`src/rtl/ckc_pkg.sv`:
```
// Shared constants and types for the chroma key compositor.
`default_nettype none

package ckc_pkg;

    localparam int PIX_W  = 8;
    localparam int DATA_W = 6 * PIX_W;
    localparam int CFG_IDX_W = 2;

    typedef logic [PIX_W-1:0] pix_t;

    typedef struct packed {
        pix_t blue;
        pix_t green;
        pix_t red;
    } rgb_t;

    // Register indexes of the configuration port.
    typedef enum logic [CFG_IDX_W-1:0] {
        REG_KEY_CB    = 2'd0,
        REG_KEY_CR    = 2'd1,
        REG_TOLERANCE = 2'd2,
        REG_UNUSED    = 2'd3
    } cfg_reg_t;

    localparam pix_t KEY_CB_RST    = 8'd128;
    localparam pix_t KEY_CR_RST    = 8'd128;
    localparam pix_t TOLERANCE_RST = 8'd80;

    localparam pix_t PIX_WHITE = 8'd255;
    localparam rgb_t RGB_WHITE = '{blue: PIX_WHITE, green: PIX_WHITE, red: PIX_WHITE};

endpackage

`default_nettype wire

```
`src/rtl/chroma_key_compositor_top.sv`:
```
// Chroma key compositor: RGB to Cb/Cr, chroma distance test, pixel select.
//
//  Channel   Direction  Payload
//  s_axis    in         tdata = fg rgb, bg rgb (48 bits)
//  m_axis    out        tdata = out rgb, mask rgb (48 bits); tuser = keyed
//  cfg       in         key_cb, key_cr, tolerance writes, no read-back
//
// One pixel per clock sustained while m_axis_tready is high; data passes through the
// four register stages: product, chroma sum, square and compare/select.
// rst_n clears all valid bits and loads the configuration registers with their reset values.
// A stall on m_axis only backs up stages that hold data; empty stages keep filling,
// so s_axis_tready drops only when all four stages are full and the output is held.
`default_nettype none

module chroma_key_compositor_top #(
    parameter int COEF_FRAC_BITS = 14
) (
    input  wire logic                           clk,
    input  wire logic                           rst_n,
    input  wire logic                           s_axis_tvalid,
    output logic                                s_axis_tready,
    // fg_red, fg_green, fg_blue, bg_red, bg_green, bg_blue (from bit 0 up)
    input  wire logic [ckc_pkg::DATA_W-1:0]     s_axis_tdata,
    output logic                                m_axis_tvalid,
    input  wire logic                           m_axis_tready,
    // out_red, out_green, out_blue, mask_red, mask_green, mask_blue (from bit 0 up)
    output logic [ckc_pkg::DATA_W-1:0]          m_axis_tdata,
    // keyed
    output logic                                m_axis_tuser,
    input  wire logic                           cfg_we,
    input  wire logic [ckc_pkg::CFG_IDX_W-1:0]  cfg_index,
    input  wire logic [ckc_pkg::PIX_W-1:0]      cfg_data
);

    localparam int CW = COEF_FRAC_BITS;
    localparam int PW = COEF_FRAC_BITS + ckc_pkg::PIX_W;
    localparam int SW = COEF_FRAC_BITS + 10;

    localparam longint COEF_ONE = longint'(1) << COEF_FRAC_BITS;
    localparam longint CB_R_L   = (longint'(168736) * COEF_ONE + 500000) / 1000000;
    localparam longint CB_G_L   = (longint'(331264) * COEF_ONE + 500000) / 1000000;
    localparam longint CR_G_L   = (longint'(418688) * COEF_ONE + 500000) / 1000000;
    localparam longint CR_B_L   = (longint'(81312) * COEF_ONE + 500000) / 1000000;
    localparam longint HALF_L   = (longint'(500000) * COEF_ONE + 500000) / 1000000;
    localparam longint OFS_L    = (longint'(128) << COEF_FRAC_BITS) + COEF_ONE / 2;

    localparam logic [CW-1:0] CB_R   = CW'(CB_R_L);
    localparam logic [CW-1:0] CB_G   = CW'(CB_G_L);
    localparam logic [CW-1:0] CR_G   = CW'(CR_G_L);
    localparam logic [CW-1:0] CR_B   = CW'(CR_B_L);
    localparam logic [CW-1:0] HALF_C = CW'(HALF_L);
    localparam logic [SW-1:0] OFS    = SW'(OFS_L);

    // Rounded, offset chroma sum to a byte: negative gives 0, overflow gives 255.
    function automatic ckc_pkg::pix_t clamp_byte(input logic [SW-1:0] v);
        ckc_pkg::pix_t res;
        if (v[SW-1])
        begin
            res = '0;
        end
        else if (v[SW-2:COEF_FRAC_BITS+8] != '0)
        begin
            res = ckc_pkg::PIX_WHITE;
        end
        else
        begin
            res = v[COEF_FRAC_BITS+7:COEF_FRAC_BITS];
        end
        return res;
    endfunction

    // Configuration registers.
    ckc_pkg::pix_t key_cb_reg, key_cr_reg, tolerance_reg;

    always_ff @(posedge clk or negedge rst_n)
    begin
        if (!rst_n)
        begin
            key_cb_reg    <= ckc_pkg::KEY_CB_RST;
            key_cr_reg    <= ckc_pkg::KEY_CR_RST;
            tolerance_reg <= ckc_pkg::TOLERANCE_RST;
        end
        else if (cfg_we)
        begin
            unique case (ckc_pkg::cfg_reg_t'(cfg_index))
                ckc_pkg::REG_KEY_CB:    key_cb_reg    <= cfg_data;
                ckc_pkg::REG_KEY_CR:    key_cr_reg    <= cfg_data;
                ckc_pkg::REG_TOLERANCE: tolerance_reg <= cfg_data;
                default: ;
            endcase
        end
    end

    // Stage valid bits and per-stage advance enables.
    logic v1_reg, v2_reg, v3_reg, v4_reg;
    logic en1, en2, en3, en4;

    assign en4 = !v4_reg || m_axis_tready;
    assign en3 = !v3_reg || en4;
    assign en2 = !v2_reg || en3;
    assign en1 = !v1_reg || en2;

    assign s_axis_tready = en1;

    always_ff @(posedge clk or negedge rst_n)
    begin
        if (!rst_n)
        begin
            v1_reg <= 1'b0;
            v2_reg <= 1'b0;
            v3_reg <= 1'b0;
            v4_reg <= 1'b0;
        end
        else
        begin
            if (en1) v1_reg <= s_axis_tvalid;
            if (en2) v2_reg <= v1_reg;
            if (en3) v3_reg <= v2_reg;
            if (en4) v4_reg <= v3_reg;
        end
    end

    // Stage 1: coefficient products.
    ckc_pkg::rgb_t fg_in, bg_in;
    assign fg_in = '{blue: s_axis_tdata[23:16], green: s_axis_tdata[15:8],
                     red: s_axis_tdata[7:0]};
    assign bg_in = '{blue: s_axis_tdata[47:40], green: s_axis_tdata[39:32],
                     red: s_axis_tdata[31:24]};

    logic [PW-1:0] p_cb_b_reg, p_cb_r_reg, p_cb_g_reg;
    logic [PW-1:0] p_cr_r_reg, p_cr_g_reg, p_cr_b_reg;
    ckc_pkg::rgb_t fg1_reg, bg1_reg;

    always_ff @(posedge clk)
    begin
        if (en1)
        begin
            p_cb_b_reg <= PW'(fg_in.blue) * PW'(HALF_C);
            p_cb_r_reg <= PW'(fg_in.red) * PW'(CB_R);
            p_cb_g_reg <= PW'(fg_in.green) * PW'(CB_G);
            p_cr_r_reg <= PW'(fg_in.red) * PW'(HALF_C);
            p_cr_g_reg <= PW'(fg_in.green) * PW'(CR_G);
            p_cr_b_reg <= PW'(fg_in.blue) * PW'(CR_B);
            fg1_reg    <= fg_in;
            bg1_reg    <= bg_in;
        end
    end

    // Stage 2: chroma sums with rounding and clamp.
    logic [SW-1:0] cb_sum, cr_sum;
    assign cb_sum = SW'(p_cb_b_reg) + OFS - SW'(p_cb_r_reg) - SW'(p_cb_g_reg);
    assign cr_sum = SW'(p_cr_r_reg) + OFS - SW'(p_cr_g_reg) - SW'(p_cr_b_reg);

    ckc_pkg::pix_t cb2_reg, cr2_reg;
    ckc_pkg::rgb_t fg2_reg, bg2_reg;

    always_ff @(posedge clk)
    begin
        if (en2)
        begin
            cb2_reg <= clamp_byte(cb_sum);
            cr2_reg <= clamp_byte(cr_sum);
            fg2_reg <= fg1_reg;
            bg2_reg <= bg1_reg;
        end
    end

    // Stage 3: squared distances to the key and tolerance squared.
    logic signed [8:0]  dcb, dcr;
    logic signed [17:0] sq_cb_full, sq_cr_full;
    logic [15:0]        tol_sq;

    assign dcb        = $signed({1'b0, cb2_reg}) - $signed({1'b0, key_cb_reg});
    assign dcr        = $signed({1'b0, cr2_reg}) - $signed({1'b0, key_cr_reg});
    assign sq_cb_full = dcb * dcb;
    assign sq_cr_full = dcr * dcr;
    assign tol_sq     = {8'd0, tolerance_reg} * {8'd0, tolerance_reg};

    logic [15:0]   sq_cb3_reg, sq_cr3_reg, tol_sq3_reg;
    ckc_pkg::rgb_t fg3_reg, bg3_reg;

    always_ff @(posedge clk)
    begin
        if (en3)
        begin
            sq_cb3_reg  <= sq_cb_full[15:0];
            sq_cr3_reg  <= sq_cr_full[15:0];
            tol_sq3_reg <= tol_sq;
            fg3_reg     <= fg2_reg;
            bg3_reg     <= bg2_reg;
        end
    end

    // Stage 4: compare and select into the output register.
    logic [16:0] dist_sq;
    logic        hit;
    assign dist_sq = {1'b0, sq_cb3_reg} + {1'b0, sq_cr3_reg};
    assign hit     = dist_sq < {1'b0, tol_sq3_reg};

    ckc_pkg::rgb_t out4_reg, mask4_reg;
    logic          keyed4_reg;

    always_ff @(posedge clk)
    begin
        if (en4)
        begin
            out4_reg   <= hit ? bg3_reg : fg3_reg;
            mask4_reg  <= hit ? fg3_reg : ckc_pkg::RGB_WHITE;
            keyed4_reg <= hit;
        end
    end

    assign m_axis_tvalid = v4_reg;
    assign m_axis_tdata  = {mask4_reg.blue, mask4_reg.green, mask4_reg.red,
                            out4_reg.blue, out4_reg.green, out4_reg.red};
    assign m_axis_tuser  = keyed4_reg;

endmodule

`default_nettype wire

```
`config.mk`:
```
export PLATFORM = sky130hd
export DESIGN_NAME = chroma_key_compositor_top
export DESIGN_NICKNAME = d
export VERILOG_FILES = /design/src/rtl/ckc_pkg.sv /design/src/rtl/chroma_key_compositor_top.sv
export SDC_FILE = /design/constraint.sdc
export NUM_CORES = 1
export LEC_CHECK = 0
export BUFFER_PORTS_ARGS = -buffer_cell sky130_fd_sc_hd__clkbuf_2
export CAP_MARGIN = 30
export CORE_ASPECT_RATIO = 1.5
export CORE_UTILIZATION = 39
export CTS_CLUSTER_SIZE = 14
export DETAILED_ROUTE_END_ITERATION = 16
export SYNTH_ARGS = -nofsm -noshare
export SYNTH_HDL_FRONTEND = slang
export SYNTH_SLANG_ARGS = --single-unit
export TNS_END_PERCENT = 30
```
`constraint.sdc`:
```
create_clock -name clk -period 7.81 [get_ports clk]
set_input_delay 0 -clock clk [delete_from_list [all_inputs] [get_ports clk]]
set_output_delay 0 -clock clk [all_outputs]
set_load 0.01 [all_outputs]
```
==> results of run 1 <==
## worst max-delay path by stage
stage / from / end / slack [ns] / cells past startpoint
detailed placement: cr2_reg[0]$_SDFFCE_PN0P_ / sq_cr3_reg[15]$_DFFE_PP_ / 0.83 / 29
finish: cr2_reg[0]$_SDFFCE_PN0P_ / sq_cr3_reg[15]$_DFFE_PP_ / 0.86 / 29
CTS: cr2_reg[0]$_SDFFCE_PN0P_ / sq_cr3_reg[15]$_DFFE_PP_ / 0.84 / 29
global placement: cr2_reg[0]$_SDFFCE_PN0P_ / sq_cr3_reg[15]$_DFFE_PP_ / 1.01 / 29
global route: cr2_reg[0]$_SDFFCE_PN0P_ / sq_cr3_reg[15]$_DFFE_PP_ / 0.42 / 29
floorplan: key_cr_reg[0]$_DFFE_PN0P_ / sq_cr3_reg[15]$_DFFE_PP_ / 1.47 / 28
## kinds of logic (layout without fill, tap and decap cells)
group,Yosys count,in the layout,synth area share [%]
adders and majority gates,637,637,35.2
DFF,347,347,38.2
and+or+nand+nor,408,408,7.29
AOI/OAI and AO/OA,262,262,6.39
xor gates and xnor gates,145,145,4.72
muxes,46,46,1.91
buffers and inverters,447,692,6.24
## metrics by stage
| step | utilization [%] | hold slack [ns] |
|---|---|---|
| after detailed placement | 42.1 | 0.145 |
| after global routing | 45.0 | 0.108 |
| after CTS | 45.0 | 0.0757 |
| after floorplan | - | -0.296 |
| final | 45.0 | 0.0888 |
| after global placement | 42.0 | 0.135 |
## layout by cell type, fill, tap and decap left out, types with 17 or more instances in the layout
master,n
sky130_fd_sc_hd__ha_1,435
sky130_fd_sc_hd__inv_1,414
sky130_fd_sc_hd__edfxtp_1,319
sky130_fd_sc_hd__fa_1,202
sky130_fd_sc_hd__clkbuf_2,113
sky130_fd_sc_hd__xnor2_1,112
sky130_fd_sc_hd__nor2_1,112
sky130_fd_sc_hd__nand2_1,110
sky130_fd_sc_hd__a21oi_1,74
sky130_fd_sc_hd__dlygate4sd3_1,73
sky130_fd_sc_hd__clkbuf_16,38
sky130_fd_sc_hd__o21ai_1,36
sky130_fd_sc_hd__xor2_1,33
sky130_fd_sc_hd__o21a_1,32
sky130_fd_sc_hd__a21o_1,29
sky130_fd_sc_hd__or2_1,28
sky130_fd_sc_hd__mux2_1,26
sky130_fd_sc_hd__nand2b_1,25
sky130_fd_sc_hd__nor3_1,25
sky130_fd_sc_hd__nor2b_1,24
sky130_fd_sc_hd__dfrtp_1,24
sky130_fd_sc_hd__and2_1,22
sky130_fd_sc_hd__mux2_2,18
sky130_fd_sc_hd__inv_2,17
sky130_fd_sc_hd__nand3_1,17
## worst register-to-register path: cells and delay by family, from the launching register on
kind / cells / cell delay [ns]
AND/OR/NAND/NOR: 4 / 0.48
XOR/XNOR: 1 / 0.14
buffers and inverters: 6 / 0.59
flip-flops: 1 / 0.35
adder cells (fa/ha/maj): 8 / 2.99
AO/OA/AOI/OAI: 10 / 2.15
## layout make-up
| type | count | area (um2) | share of cell area [%] |
|---|---|---|---|
| multi-input cells | 1498 | 15000 | 48.9 |
| flip-flops and latches | 347 | 10300 | 33.6 |
| inverters | 431 | 1620 | 5.28 |
| repair buffers | 194 | 1400 | 4.57 |
| well taps | 892 | 1120 | 3.64 |
| clock buffers | 45 | 977 | 3.19 |
| clock inverters | 22 | 254 | 0.829 |
## routing by layer
metal | track usage, % | vias to the layer above | wire length (um)
met5 | 0 | - | 0
met4 | 6.60 | 0 | 2230
met3 | 1.70 | 105 | 960
met2 | 34.6 | 177 | 33400
met1 | 17.2 | 8170 | 20700
li1 | - | 8154 | -
## what timing repair did
item,4_1_cts,5_1_grt
gates resized for setup,0,0
hold buffers,73,0
setup buffers,0,0
hold endpoints to repair,105,0
==> insert_results.sql, run 1 <==
INSERT INTO impl_metrics (metric_group, metric, value, unit) VALUES
('outcome', 'status', 'finished, final reports clean', ''),
('layout', 'largest_register_ffs', '48', ''),
('grt', 'grt_first_pass_wirelength', '92800', 'um'),
('logic_synthesis', 'synth_seq_area_share', '38.2', '%'),
('placed_design', 'numPlacedInstances', '3289', ''),
('logic_synthesis', 'synth_enable_flop_cells', '319', ''),
('logic_synthesis', 'post_synth_num_cell_types', '70', ''),
('detailed_routing', 'antenna_left', '0', ''),
('worst_setup_path', 'crit_slowest_cell', 'sky130_fd_sc_hd__a31oi_1', ''),
('clock_network', 'clock_tree.buffer_depth', '3', ''),
('grt', 'remaining_global_route_overflow', '0', ''),
('logic_synthesis', 'postSynthAreaPerCell', '11.7', 'um2'),
('clock_network', 'cts_htree_levels', '2', ''),
('clock_network', 'cell_chosen_for_the_clock_root', 'sky130_fd_sc_hd__clkbuf_16', ''),
('floorplan', 'die_width', '217', 'um'),
('logic_synthesis', 'post_syn_area', '26900', 'um2'),
('logic_synthesis', 'commonest_register_cell_after_synthesis', 'sky130_fd_sc_hd__edfxtp_1', ''),
('logic_synthesis', 'cells_after_synthesis', '2292', ''),
('timing', 'headroom_to_the_max_slew_limit', '31.9', '%'),
('timing', 'min_period', '6.95', 'ns'),
('clock_network', 'tritoncts.num_buffers', '37', ''),
('timing', 'finalMaxSlewViolations', '0', ''),
('timing', 'min_period_over_period', '88.9', '%'),
('worst_setup_path', 'startpoint_type', 'flop', ''),
('worst_setup_path', 'worstSetupEndpointType', 'flop', ''),
('grt', 'grt.total_usage', '16.9', '%'),
('worst_setup_path', 'family_with_the_most_delay_on_the_worst_path', 'adder cells', ''),
('worst_setup_path', 'r2r_startpoint', 'cr2_reg[0]$_SDFFCE_PN0P_', ''),
('detailed_routing', 'average_routed_wire_per_standard_cell', '16.7', 'um'),
('floorplan', 'die_h', '324', 'um'),
('timing', 'timing_worst_slew_pin_value', '1.02', 'ns'),
('placed_design', 'dpl-instance-area', '28700', 'um2'),
('floorplan', 'floorplan.io_pins', '114', ''),
('clock_network', 'worstSkewPairLatency', '0.55', 'ns'),
('clock_network', 'worst_setup_hold_path_clk_slew', '0.06', 'ns'),
('worst_setup_path', 'cp.arrival', '7.24', 'ns'),
('floorplan', 'site_row_count', '117', ''),
('detailed_routing', 'drtIter0Drc', '530', ''),
('detailed_routing', 'wire_length_reported_by_the_detailed_router', '57300', 'um'),
('detailed_routing', 'via_per_inst', '4.84', ''),
('worst_setup_path', 'worst_ep_required_time', '8.10', 'ns'),
('min_path', 'timing.hold.worst.class', 'primary input to asynchronous set/reset pin', ''),
('timing', 'fmax', '0.144', 'GHz'),
('placed_design', 'dpl_worst_slack', '0.833', 'ns'),
('grt', 'grt_pass1_vias', '18100', ''),
('detailed_routing', 'detailroute.via_count', '16600', ''),
('placed_design', 'globalplace.congestion', '0.871', ''),
('logic_synthesis', 'synthDominantCellAreaShare', '35.6', '%'),
('clock_network', 'clock_sink_count', '347', ''),
('timing', 'clock-skew-final', '0.0178', 'ns'),
('layout', 'layout-drive-gt1-share', '9.22', '%'),
('logic_synthesis', 'synthMostInstantiatedCell', 'sky130_fd_sc_hd__ha_1', ''),
('layout', 'n_fill_cell', '6266', ''),
('floorplan', 'start_util', '39.5', '%'),
('logic_synthesis', 'top_cell_types_by_occurrence_after_synthesis', 'sky130_fd_sc_hd__ha_1, sky130_fd_sc_hd__inv_1, sky130_fd_sc_hd__edfxtp_1', ''),
('timing', 'unrepaired_setup_endpoints_after_global_routing', 'no', ''),
('worst_setup_path', 'critical_path.max_stage_delay', '0.77', 'ns'),
('detailed_routing', 'drt-pass1-iter-count', '5', ''),
('worst_setup_path', 'r2r_setup_slack', '0.86', 'ns'),
('layout', 'layout-area-overhead-vs-synth', '13.8', '%'),
('layout', 'n_diodes', '0', ''),
('logic_synthesis', 'synthDominantAreaCellType', 'sky130_fd_sc_hd__edfxtp_1', ''),
('worst_setup_path', 'cpMostUsedCell', 'sky130_fd_sc_hd__fa_1', ''),
('layout', 'final_cell_area', '30600', 'um2'),
('logic_synthesis', 'synthesis.nets', '2992', ''),
('layout', 'layoutNonFillerInstCount', '3429', ''),
('worst_setup_path', 'critical_path.n_buffers_inverters', '6', ''),
('worst_setup_path', 'reg2reg_depth', '29', ''),
('flow_run', 'max-cap-violations', '0', ''),
('logic_synthesis', 'synth.ff_latch_count', '347', ''),
('timing', 'fin_setup_tns', '0', 'ns');
Power of run 1 is left out: the tool's default activity adds up to more than one toggle a clock period on the data nets, which glitch-free logic cannot reach.
==> run 2: changes to the inputs <==
ABC_AREA = 1   (was default)
CTS_BUF_LIST = sky130_fd_sc_hd__clkbuf_8   (was default)
GPL_TIMING_DRIVEN = 0   (was default)
==> run 2 against run 1 <==
Wire length grew 14%; largest cell class unchanged; critical path type unchanged; synthesized cell count grew 27%; register-to-register slack gained 0.52 ns; non-clock buffer count grew 23.
==> insert_results.sql, run 2 <==
INSERT INTO impl_metrics (metric_group, metric, value, unit) VALUES
('layout', 'final_cell_mix', 'sky130_fd_sc_hd__inv_1, sky130_fd_sc_hd__nand2_1, sky130_fd_sc_hd__ha_1, sky130_fd_sc_hd__edfxtp_1, sky130_fd_sc_hd__fa_1', ''),
('logic_synthesis', 'ys_async_sr_fraction', '8.07', '%'),
('floorplan', 'die_width', '223', 'um'),
('logic_synthesis', 'postSynthAreaPerCell', '9.85', 'um2'),
('logic_synthesis', 'synthDominantCellAreaShare', '33.4', '%'),
('clock_network', 'clock_tree.buffer_depth', '3', ''),
('detailed_routing', 'drtIter0Drc', '850', ''),
('detailed_routing', 'antenna_left', '0', ''),
('placed_design', 'globalplace.congestion', '0.938', ''),
('placed_design', 'portBuffers', '113', ''),
('worst_setup_path', 'r2r_startpoint', 'key_cb_reg[0]$_DFFE_PN0P_', ''),
('placed_design', 'dp_hpwl', '54200', 'um'),
('logic_synthesis', 'commonest_register_cell_after_synthesis', 'sky130_fd_sc_hd__edfxtp_1', ''),
('clock_network', 'cts.hold.buffers_added', '73', ''),
('layout', 'layout-area-overhead-vs-synth', '12.7', '%'),
('layout', 'final_common_cell', 'sky130_fd_sc_hd__inv_1', ''),
('grt', 'grt_max_degree', '62', ''),
('floorplan', 'core', '72700', 'um2'),
('clock_network', 'cell_chosen_for_the_clock_root', 'sky130_fd_sc_hd__clkbuf_8', ''),
('clock_network', 'tritoncts.num_buffers', '52', ''),
('clock_network', 'cts_htree_levels', '2', ''),
('worst_setup_path', 'r2r_setup_slack', '1.38', 'ns'),
('worst_setup_path', 'path_max_fanout', '7', ''),
('timing', 'headroom_to_the_max_slew_limit', '47.3', '%'),
('worst_setup_path', 'timing.rr.end', 'sq_cb3_reg[13]$_DFFE_PP_', ''),
('placed_design', 'numPlacedInstances', '3954', ''),
('flow_run', 'max-cap-violations', '0', ''),
('logic_synthesis', 'synth.ff_latch_count', '347', ''),
('grt', 'grt_first_pass_wirelength', '105000', 'um'),
('floorplan', 'floorplan.io_pins', '114', ''),
('logic_synthesis', 'post_synth_num_cell_types', '55', ''),
('worst_setup_path', 'startpoint_type', 'flop', ''),
('layout', 'layoutNonFillerInstCount', '4125', ''),
('timing', 'clock-skew-final', '0.0477', 'ns'),
('clock_network', 'worstSkewPairLatency', '0.68', 'ns'),
('layout', 'layout-drive-gt1-share', '7.46', '%'),
('timing', 'unrepaired_setup_endpoints_after_global_routing', 'no', ''),
('detailed_routing', 'via_per_inst', '4.81', ''),
('clock_network', 'worst_setup_hold_path_clk_slew', '0.08', 'ns'),
('layout', 'n_fill_cell', '7101', ''),
('worst_setup_path', 'crit_slowest_cell', 'sky130_fd_sc_hd__xor2_1', ''),
('layout', 'area.sequential', '10300', 'um2'),
('floorplan', 'die_h', '334', 'um'),
('floorplan', 'design.die.area', '74700', 'um2'),
('timing', 'min_period_over_period', '82.3', '%'),
('min_path', 'timing.hold.worst.class', 'primary input to flop', ''),
('clock_network', 'cts_post_setup_buffers_inserted', '0', ''),
('detailed_routing', 'wire_length_reported_by_the_detailed_router', '65400', 'um'),
('logic_synthesis', 'synthTopCellsByArea', 'sky130_fd_sc_hd__edfxtp_1, sky130_fd_sc_hd__ha_1, sky130_fd_sc_hd__fa_1', ''),
('logic_synthesis', 'synth_enable_flop_cells', '319', ''),
('timing', 'hold_worst_slack', '0.0721', 'ns'),
('clock_network', 'clock_sink_count', '347', ''),
('logic_synthesis', 'cells_after_synthesis', '2915', ''),
('grt', 'remaining_global_route_overflow', '0', ''),
('floorplan', 'start_util', '39.5', '%'),
('layout', 'utilization', '44.5', '%'),
('detailed_routing', 'average_routed_wire_per_standard_cell', '15.9', 'um'),
('logic_synthesis', 'synthMostInstantiatedCell', 'sky130_fd_sc_hd__inv_1', ''),
('timing', 'min_period', '6.43', 'ns'),
('logic_synthesis', 'post_syn_area', '28700', 'um2'),
('worst_setup_path', 'worst_ep_required_time', '8.23', 'ns'),
('grt', 'grt_pass1_vias', '20600', ''),
('worst_setup_path', 'critical_path.max_stage_delay', '0.58', 'ns'),
('timing', 'hold_viol_final', '0', ''),
('outcome', 'status', 'finished, final reports clean', ''),
('layout', 'largest_register_ffs', '48', ''),
('min_path', 'min-delay-start', 's_axis_tdata[32]', ''),
('min_path', 'min_delay_path_depth', '2', ''),
('grt', 'grt.total_usage', '18.1', '%'),
('worst_setup_path', 'worstSetupEndpointType', 'flop', ''),
('clock_network', 'cts_repair_resize_count', '0', ''),
('timing', 'finalMaxSlewViolations', '0', ''),
('min_path', 'worst_hold_path.endpoint', 'bg1_reg[8]$_DFFE_PP_', ''),
('detailed_routing', 'drc_errors', '0', ''),
('worst_setup_path', 'critical_path_class', 'flop to flop', ''),
('logic_synthesis', 'synthDominantAreaCellType', 'sky130_fd_sc_hd__edfxtp_1', ''),
('detailed_routing', 'detailroute.via_count', '19800', ''),
('floorplan', 'site_row_count', '121', ''),
('worst_setup_path', 'cp.arrival', '6.85', 'ns'),
('timing', 'timing_worst_slew_pin_value', '0.790', 'ns'),
('logic_synthesis', 'synth_seq_area_share', '35.8', '%'),
('grt', 'grt_antenna_before_repair', '2', ''),
('detailed_routing', 'drt-pass1-iter-count', '6', ''),
('layout', 'finish.net_count', '3859', ''),
('layout', 'multiInputGateArea', '15900', 'um2'),
('timing', 'fmax', '0.156', 'GHz'),
('timing', 'timing.final.setup_violations', '0', ''),
('logic_synthesis', 'top_cell_types_by_occurrence_after_synthesis', 'sky130_fd_sc_hd__inv_1, sky130_fd_sc_hd__nand2_1, sky130_fd_sc_hd__ha_1', ''),
('clock_network', 'tritoncts', 'yes', ''),
('logic_synthesis', 'ys.warnings.count', '0', ''),
('worst_setup_path', 'path_cells', 'ha_1 -> inv_1 -> fa_1 -> xor2_1 -> inv_1 -> nor2_1 -> inv_1 -> fa_1 -> fa_1 -> inv_1 -> fa_1 -> fa_1 -> inv_1 -> fa_1 -> inv_1 -> ha_1 -> a21oi_1 -> o21ai_0 -> a21oi_1 -> nor2_1 -> nor2_1 -> xnor2_1', ''),
('worst_setup_path', 'reg2reg_depth', '22', ''),
('logic_synthesis', 'synthesis.nets', '3615', '');
[run 2: layout make-up]
cell class                      instances  area share [%]
Antenna cell                            1         0.00774
Clock buffer                           53            2.26
Buffer                                 27           0.387
Inverter                              627            7.29
Sequential cell                       347            31.8
Clock inverter                         44            1.04
Timing Repair Buffer                  190            4.33
Multi-Input combinational cell       1914            49.3
Tap cell                              922            3.57
[run 2: how the worst max path moves through the flow]
stage	from	endpoint	slack, ns	cells after the start
2_1_floorplan	m_axis_tvalid$_DFFE_PN0P_	bg1_reg[0]$_DFFE_PP_	1.15	7
3_3_place_gp	m_axis_tvalid$_DFFE_PN0P_	v1_reg$_DFFE_PN0P_	-2.02	8
3_5_place_dp	key_cb_reg[0]$_DFFE_PN0P_	sq_cb3_reg[13]$_DFFE_PP_	1.38	22
4_1_cts	key_cb_reg[0]$_DFFE_PN0P_	sq_cb3_reg[13]$_DFFE_PP_	1.38	22
5_1_grt	key_cr_reg[0]$_DFFE_PN0P_	sq_cr3_reg[13]$_DFFE_PP_	0.95	30
6_report	key_cb_reg[0]$_DFFE_PN0P_	sq_cb3_reg[13]$_DFFE_PP_	1.38	22
[run 2: kinds of logic after synthesis]
group	count (synthesis)	share of synthesized area (%)
adders and majority gates	637	33.1
AOI/OAI and AO/OA	310	6.15
DFF	347	35.8
xor gates and xnor gates	131	4.02
buffers and inverters	654	8.65
and+or+nand+nor	836	12.3
[run 2: layer usage]
metal / wire, um / track usage, % / vias up
met4: 2950 / 8.51 / 0
li1: - / - / 9996
met5: 0 / 0 / -
met2: 35400 / 34.9 / 335
met1: 25100 / 19.5 / 9383
met3: 1970 / 1.75 / 115
[run 2: worst max-delay path: cells and delay by family, from the launching register on]
kind | cells | cell delay, ns
fa+ha+maj | 8 | 3.42
compound gates | 3 | 0.63
buf+inv | 6 | 0.61
flops | 1 | 0.46
simple gates | 3 | 0.42
xor+xnor | 2 | 0.66
[run 2: through the flow]
step	worst slack, ns	area (um2)	setup TNS, ns
CTS	1.38	32300	0
finish	1.38	32300	0
global placement	-2.02	30400	-177.72
floorplan	1.15	28700	0
detailed placement	1.38	30500	0
global route	0.947	32300	0
Power of run 2 is left out for the same reason.
